<file path="config.mk">
export PLATFORM = sky130hd
export DESIGN_NAME = wsp_ctrl
export DESIGN_NICKNAME = d
export VERILOG_FILES = /design/src/rtl/weighted_graph_shortest_path_core_macros.svh /design/src/rtl/wsp_pkg.sv /design/src/rtl/wsp_ctrl.sv
export SDC_FILE = /design/constraint.sdc
export NUM_CORES = 1
export LEC_CHECK = 0
export BUFFER_PORTS_ARGS = -buffer_cell sky130_fd_sc_hd__buf_4
export CORE_AREA = 2 2 39 41
export DETAILED_ROUTE_END_ITERATION = 12
export DIE_AREA = 0 0 41 43
export HOLD_SLACK_MARGIN = 0.02
export PLACE_DENSITY_LB_ADDON = 0.05
export REMOVE_ABC_BUFFERS = 1
export SETUP_SLACK_MARGIN = 0.05
export SYNTH_ARGS = -nofsm -noshare
export SYNTH_HDL_FRONTEND = slang
export SYNTH_SLANG_ARGS = --single-unit
</file>
<file path="constraint.sdc">
create_clock -name clk -period 1.9 [get_ports clk]
set_clock_uncertainty 0.1 [all_clocks]
set_input_delay 0 -clock clk [delete_from_list [all_inputs] [get_ports clk]]
set_output_delay 0 -clock clk [all_outputs]
set_load 0.02 [all_outputs]
</file>
<file path="src/rtl/weighted_graph_shortest_path_core_macros.svh">
// Assertion macros used by the graph engine datapath.
`ifndef WEIGHTED_GRAPH_SHORTEST_PATH_CORE_MACROS_SVH
`define WEIGHTED_GRAPH_SHORTEST_PATH_CORE_MACROS_SVH

// A condition that holds at every clock edge out of reset.
`define WSP_CHECK_ALWAYS(name, cond, msg) \
    name: assert property (@(posedge clk) disable iff (!rst_n) (cond)) else $error(msg);

// A consequence that holds in the same cycle as its cause.
`define WSP_CHECK_SAME(name, ante, cons, msg) \
    name: assert property (@(posedge clk) disable iff (!rst_n) (ante) |-> (cons)) else $error(msg);

// A consequence that holds in the cycle after its cause.
`define WSP_CHECK_NEXT(name, ante, cons, msg) \
    name: assert property (@(posedge clk) disable iff (!rst_n) (ante) |=> (cons)) else $error(msg);

`endif

</file>
<file path="src/rtl/wsp_pkg.sv">
// Shared types, codes and constants of the graph engine.
package wsp_pkg;

    localparam int DEF_NODES       = 32;
    localparam int DEF_WEIGHT_BITS = 15;
    localparam int FUNC_W          = 3;
    localparam int NODE_W          = 5;
    localparam int WEIGHT_W        = 16;
    localparam int DIST_W          = 20;
    localparam int STATUS_W        = 3;

    localparam logic [DIST_W-1:0] DIST_MAX = '1;

    typedef enum logic [FUNC_W-1:0] {
        FN_ADD_NODE    = 3'd0,
        FN_ADD_EDGE    = 3'd1,
        FN_REMOVE_EDGE = 3'd2,
        FN_UPDATE_EDGE = 3'd3,
        FN_REMOVE_NODE = 3'd4,
        FN_PATH        = 3'd5
    } func_t;

    typedef enum logic [STATUS_W-1:0] {
        ST_OK             = 3'd0,
        ST_SAME_ENDPOINTS = 3'd1,
        ST_BAD_WEIGHT     = 3'd2,
        ST_NODE_MISSING   = 3'd3,
        ST_EXISTS         = 3'd4,
        ST_EDGE_MISSING   = 3'd5,
        ST_UNREACHABLE    = 3'd6
    } status_t;

    typedef enum logic [3:0] {
        CMD_NONE,
        CMD_CLEAR_STEP,
        CMD_TAKE,
        CMD_LOOK,
        CMD_JUDGE,
        CMD_WRITE_AB,
        CMD_WRITE_BA,
        CMD_DROP_STEP,
        CMD_Q_START,
        CMD_RELAX,
        CMD_ROUND_END,
        CMD_WALK_READ,
        CMD_WALK_STORE,
        CMD_EMIT_LOAD,
        CMD_STATUS_LOAD
    } cmd_t;

    typedef enum logic [3:0] {
        S_CLEAR,
        S_IDLE,
        S_LOOK,
        S_JUDGE,
        S_DISPATCH,
        S_WRITE_AB,
        S_WRITE_BA,
        S_DROP,
        S_Q_START,
        S_RELAX,
        S_ROUND_END,
        S_WALK_READ,
        S_WALK_STORE,
        S_EMIT_READ,
        S_EMIT_LOAD,
        S_REPORT
    } state_t;

    typedef struct packed {
        func_t func;
        logic  st_ok;
        logic  clear_done;
        logic  drop_done;
        logic  relax_done;
        logic  min_valid;
        logic  dst_reached;
        logic  walk_done;
        logic  emit_last;
        logic  out_busy;
    } stat_t;

endpackage

</file>
<file path="src/rtl/wsp_ctrl.sv">
// Controller state machine of the graph engine.
module wsp_ctrl (
    input  logic            clk,
    input  logic            rst_n,
    input  logic            in_valid,
    output logic            in_ready,
    input  wsp_pkg::stat_t  stat,
    output wsp_pkg::cmd_t   cmd
);

    wsp_pkg::state_t state_reg;
    wsp_pkg::state_t state_next;

    // State register.
    always_ff @(posedge clk or negedge rst_n)
    begin
        if (!rst_n)
        begin
            state_reg <= wsp_pkg::S_CLEAR;
        end
        else
        begin
            state_reg <= state_next;
        end
    end

    // Next state.
    always_comb
    begin
        state_next = state_reg;
        case (state_reg)
            wsp_pkg::S_CLEAR:
            begin
                if (stat.clear_done)
                begin
                    state_next = wsp_pkg::S_IDLE;
                end
            end
            wsp_pkg::S_IDLE:
            begin
                if (in_valid)
                begin
                    state_next = wsp_pkg::S_LOOK;
                end
            end
            wsp_pkg::S_LOOK:      state_next = wsp_pkg::S_JUDGE;
            wsp_pkg::S_JUDGE:     state_next = wsp_pkg::S_DISPATCH;
            wsp_pkg::S_DISPATCH:
            begin
                if (!stat.st_ok)
                begin
                    state_next = wsp_pkg::S_REPORT;
                end
                else if (stat.func inside {wsp_pkg::FN_ADD_EDGE, wsp_pkg::FN_REMOVE_EDGE,
                                           wsp_pkg::FN_UPDATE_EDGE})
                begin
                    state_next = wsp_pkg::S_WRITE_AB;
                end
                else if (stat.func == wsp_pkg::FN_REMOVE_NODE)
                begin
                    state_next = wsp_pkg::S_DROP;
                end
                else if (stat.func == wsp_pkg::FN_PATH)
                begin
                    state_next = wsp_pkg::S_Q_START;
                end
                else
                begin
                    state_next = wsp_pkg::S_REPORT;
                end
            end
            wsp_pkg::S_WRITE_AB:  state_next = wsp_pkg::S_WRITE_BA;
            wsp_pkg::S_WRITE_BA:  state_next = wsp_pkg::S_REPORT;
            wsp_pkg::S_DROP:
            begin
                if (stat.drop_done)
                begin
                    state_next = wsp_pkg::S_REPORT;
                end
            end
            wsp_pkg::S_Q_START:   state_next = wsp_pkg::S_RELAX;
            wsp_pkg::S_RELAX:
            begin
                if (stat.relax_done)
                begin
                    state_next = wsp_pkg::S_ROUND_END;
                end
            end
            wsp_pkg::S_ROUND_END:
            begin
                if (stat.min_valid)
                begin
                    state_next = wsp_pkg::S_RELAX;
                end
                else if (stat.dst_reached)
                begin
                    state_next = wsp_pkg::S_WALK_READ;
                end
                else
                begin
                    state_next = wsp_pkg::S_REPORT;
                end
            end
            wsp_pkg::S_WALK_READ: state_next = wsp_pkg::S_WALK_STORE;
            wsp_pkg::S_WALK_STORE:
            begin
                if (stat.walk_done)
                begin
                    state_next = wsp_pkg::S_EMIT_READ;
                end
                else
                begin
                    state_next = wsp_pkg::S_WALK_READ;
                end
            end
            wsp_pkg::S_EMIT_READ: state_next = wsp_pkg::S_EMIT_LOAD;
            wsp_pkg::S_EMIT_LOAD:
            begin
                if (!stat.out_busy)
                begin
                    state_next = stat.emit_last ? wsp_pkg::S_IDLE : wsp_pkg::S_EMIT_READ;
                end
            end
            wsp_pkg::S_REPORT:
            begin
                if (!stat.out_busy)
                begin
                    state_next = wsp_pkg::S_IDLE;
                end
            end
            default:              state_next = wsp_pkg::S_CLEAR;
        endcase
    end

    // Commands to the datapath.
    always_comb
    begin
        cmd      = wsp_pkg::CMD_NONE;
        in_ready = 1'b0;
        case (state_reg)
            wsp_pkg::S_CLEAR:      cmd = wsp_pkg::CMD_CLEAR_STEP;
            wsp_pkg::S_IDLE:
            begin
                in_ready = 1'b1;
                if (in_valid)
                begin
                    cmd = wsp_pkg::CMD_TAKE;
                end
            end
            wsp_pkg::S_LOOK:       cmd = wsp_pkg::CMD_LOOK;
            wsp_pkg::S_JUDGE:      cmd = wsp_pkg::CMD_JUDGE;
            wsp_pkg::S_WRITE_AB:   cmd = wsp_pkg::CMD_WRITE_AB;
            wsp_pkg::S_WRITE_BA:   cmd = wsp_pkg::CMD_WRITE_BA;
            wsp_pkg::S_DROP:       cmd = wsp_pkg::CMD_DROP_STEP;
            wsp_pkg::S_Q_START:    cmd = wsp_pkg::CMD_Q_START;
            wsp_pkg::S_RELAX:      cmd = wsp_pkg::CMD_RELAX;
            wsp_pkg::S_ROUND_END:  cmd = wsp_pkg::CMD_ROUND_END;
            wsp_pkg::S_WALK_READ:  cmd = wsp_pkg::CMD_WALK_READ;
            wsp_pkg::S_WALK_STORE: cmd = wsp_pkg::CMD_WALK_STORE;
            wsp_pkg::S_EMIT_LOAD:
            begin
                if (!stat.out_busy)
                begin
                    cmd = wsp_pkg::CMD_EMIT_LOAD;
                end
            end
            wsp_pkg::S_REPORT:
            begin
                if (!stat.out_busy)
                begin
                    cmd = wsp_pkg::CMD_STATUS_LOAD;
                end
            end
            default:               cmd = wsp_pkg::CMD_NONE;
        endcase
    end

endmodule

</file>
Word level (Yosys, flattened, before mapping)
Cells that the tools add are included.
{"block": "totals", "inputBits": 15, "elab_cells": 50, "regBits": 4, "out_inout_bits": 5}
{"block": "op_classes", "n_mux": 20, "n_reduce_logical": 3, "eq_ne": 26}
{"cell": "$pmux W4 S16", "n": 1}
{"cell": "$pmux W4 S14", "n": 1}
{"cell": "$mux W4", "n": 12}
{"cell": "$eq A4 B4 Y1 const B", "n": 8}
{"cell": "$eq A4 B3 Y1 const B", "n": 4}
{"cell": "$mux W3", "n": 4}
{"cell": "$ne A2 B2 Y1 const B", "n": 6}
{"cell": "$eq A4 B2 Y1 const B", "n": 2}
{"cell": "$eq A3 B2 Y1 const B", "n": 2}
{"cell": "$eq A3 B3 Y1 const B", "n": 2}
{"cell": "$reduce_and A6 Y1", "n": 1}
{"cell": "$eq A4 B1 Y1 const B", "n": 1}
{"cell": "$logic_not A4 Y1", "n": 1}
{"cell": "$eq A3 B1 Y1 const B", "n": 1}
{"cell": "$reduce_bool A3 Y1", "n": 1}
{"cell": "$mux W2", "n": 1}
{"cell": "$mux W1", "n": 1}

Depth between registers and ports, before layout
{"block": "logic_depth", "ltp_word": 6, "ltp_mapped": 6, "depth_no_buf": 4}

Worst setup path before layout
No wires, ideal clock.
{"block": "synth_path", "kind": "register -> register", "startpoint": "reg state_reg[3]", "endpoint": "reg state_reg[1]", "setup_slack_ns": 0.305, "setup_time_ns": 0.122, "t_required_ns": 1.678, "period_less_slack_ns": 1.595, "path_stages_with_launch": 6, "t_arrival_ns": 1.373, "n_path_buf": 1, "cell_sequence": "dfrtp_1 -> buf_4 -> nand2b_1 -> a2111oi_0 -> or4_1 -> a32o_1"}
{"block": "synth_between", "elab_chain_cells": 3, "elab_cells_between_ends": 24, "classes_between": "eq/ne (21); mux (1); reduce/logical (2)"}
{"element": "start: declaration", "line_no": "wsp_ctrl.sv:11", "source": "wsp_pkg::state_t state_reg;"}
{"element": "start signal: assignment", "line_no": "wsp_ctrl.sv:19", "source": "state_reg <= wsp_pkg::S_CLEAR;"}
{"element": "start signal: assignment", "line_no": "wsp_ctrl.sv:23", "source": "state_reg <= state_next;"}
{"element": "$eq A4 B3 Y1 (tied with other cells)", "line_no": "wsp_ctrl.sv:31", "source": "case (state_reg)"}
{"element": "$ne A2 B2 Y1 (no source line)"}
{"element": "$reduce_and A6 Y1 (no source line)"}
Parallel ways exist; a longest one is shown, timed or not.
A chain may end at the register's enable or synchronous reset.

Worst setup path in the final report
Same ends and word-level chain as after synthesis.

==> summary.txt <==
Status
  – Status: finished, final reports clean

Floorplanning
  – Die H: 43 um
  – Initial core utilization: 41.05%
  – DIE AREA: 1763 um^2
  – Die W: 41 um
  – Core ar.: 1384 um^2
  – Num ports: 20
  – Site row count: 14

Logic synthesis
  – Post-synth top area cell: dfrtp_1
  – Seq/Total Area, Yosys: 17.62%
  – Synth Flop Type: dfrtp_1
  – Post-synth EDFFs: 0
  – Syn Area/Cell: 6.683 um^2
  – Register bit total from synthesis: 4
  – Netlist cell types: 41
  – Synth Cell Area: 568.0 um^2
  – Post-synth top area share: 17.62%
  – Yosys warns: 0
  – Top post-synthesis cells by area: dfrtp_1 (18%), nand2_1 (7.3%), nor2_1 (5.9%), o21ai_0 (5.3%), a21oi_1 (3.5%)
  – Async set-reset flop share out of synthesis: 100.0%
  – Cell count after synthesis: 85

Route
  – Vias per inst: 5.732
  – WL/cell: 13.62 um
  – Drt drc: 0
  – DRT iter0 DRCs: 19
  – Drt first pass iters: 5
  – Final wirelength: 1730 um
  – DR vias: 728
  – Antenna viol nets, final: 0

Global routing
  – Aggregate global-route resource usage: 23.77%
  – Vias in the first global route: 653
  – First-pass GRT wire length: 2898 um
  – Gr ovfl total: 0
  – Largest net degree at the start of global routing: 19
  – Initial antenna violation count: 0

Critical path
  – CP required: 1.91 ns
  – WS Path Type: reg -> reg
  – Max FO, Critical Path: 8
  – CP endpoint kind: flop
  – Worst Path Arrival: 1.80 ns
  – Critical Path Source Type: flop

Power
  – Total power: 1.446 mW
  – Maximum vdd drop: 0.8265 mV
  – Power Dens Cells: 1783 nW/um^2
  – Leak Pwr: 0.3668 nW

CTS
  – Post-CTS Setup Bufs: 0
  – Clk buf depth: 2
  – CTS sink count: 4
  – Root Driver: clkbuf_4
  – Clock-pin slew on the worst setup and hold paths: 0.04 ns
  – TritonCTS Buffers: 3
  – CTS H-Tree Depth: 1
  – CTS tree: yes
  – Clk_lat worst skew: 0.23 ns

Layout
  – Fin area: 810.8 um^2
  – Post-Layout Cell Count: 127
  – Final core utilization: 58.59%
  – Commonest non-fill, non-tap cell in the layout: buf_4
  – Final nets: 128
  – Max FFs per register: 4
  – Antenna cells: 0
  – Share of layout cells above drive strength 1: 31.53%
  – Area Growth Syn to Fin: 42.73%
  – Commonest cells after routing, fill and taps aside: buf_4 (28), nand2_1 (11), nor2_1 (9)

Placement
  – Post-placement cell count: 122
  – Gp weighted congestion: 0.8418
  – Dpl cell area: 765.7 um^2
  – DP HPWL: 1307 um
  – # port buffers: 19
  – Setup WS pre-CTS: 0.08935 ns

STA
  – Total negative slack: 0 ns
  – Worst setup margin: 0.1177 ns
  – Pins Over Slew Limit: 0
  – Minimum clock period: 1.782 ns
  – Min Hold Slack: 0.04978 ns
  – Rel. slew slack: 74.36%
  – Final hold viol count: 0
  – RSZ-0062 raised after global routing: false
  – Highest Clock Rate: 561.1 MHz
  – Setup-failing EPs final: 0
  – Worst slew pin tran: 0.3750 ns
  – Final worst path period share: 93.80%

Min path
  – Hold WC Path Type: in -> reg

Flow run
  – Maxcap violations: 0
[layout make-up]
cell class	count	area [um^2]
clock buffers	3	22.52
fillers	141	573.1
inverters	4	15.01
multi-input cells	70	420.4
flip-flops and latches	4	102.6
well taps	16	20.02
repair buffers	30	230.2
[critical path, stage by stage, from the launching register on]
cell       delay (ns)
dfrtp_1          0.45
nand2b_1         0.23
a2111oi_0        0.09
or4_1            0.54
a32o_1           0.26
[cell families (layout without fill, tap and decap cells)]
kind of cell	after synthesis	in the layout	share of synthesized area, %
buffers and inverters	11	37	8.369
multiplexers	1	1	1.762
AND/OR/NAND/NOR	38	38	33.48
flip-flops	4	4	17.62
AO/OA/AOI/OAI	31	31	38.77
[layer usage]
layer	track usage (%)	part of all wire [%]	routed length (um)	vias up
met5	0	0	0	-
met4	8.000	1.3	22	0
met3	0	5.7	99	4
met2	36.56	48	828	30
met1	34.74	45	779	321
li1	-	-	-	373
[synthesized netlist by cell type (2+ instances only)]
master / count
nor2_1: 9
a32o_1: 2
a21boi_0: 2
a21oi_1: 4
a211oi_1: 2
nor3_1: 2
inv_1: 3
buf_2: 2
nor2b_1: 2
or3_1: 2
nand2_1: 11
nor3b_1: 2
nor4_1: 2
a21o_1: 2
dfrtp_1: 4
nand2b_1: 2
clkbuf_1: 3
o21ai_0: 6
[power by group]
group	internal (mW)	switching, mW
clock network	0.0706	0.0334
registers	0.138	0.127
logic	0.530	0.547
[timing repair]
action                     CTS  global route
hold endpoints to repair     4             0
gates resized for setup      0             2
setup endpoints to repair    0             3
hold buffers                 2             0
[final timing paths]
path | endpoint | depth (start not counted) | from | slack [ns]
max in group asynchronous | state_reg[1] | 3 | rst_n | 0.88
min | state_reg[1] | 3 | stat[0] | 0.05
min reg2reg | state_reg[0] | 1 | state_reg[0] | 0.62
min in group asynchronous | state_reg[2] | 3 | rst_n | 0.63
max reg2reg | state_reg[1] | 4 | state_reg[3] | 0.12
max | state_reg[1] | 4 | state_reg[3] | 0.12
No activity file was read; power rests on OpenSTA's default activity.
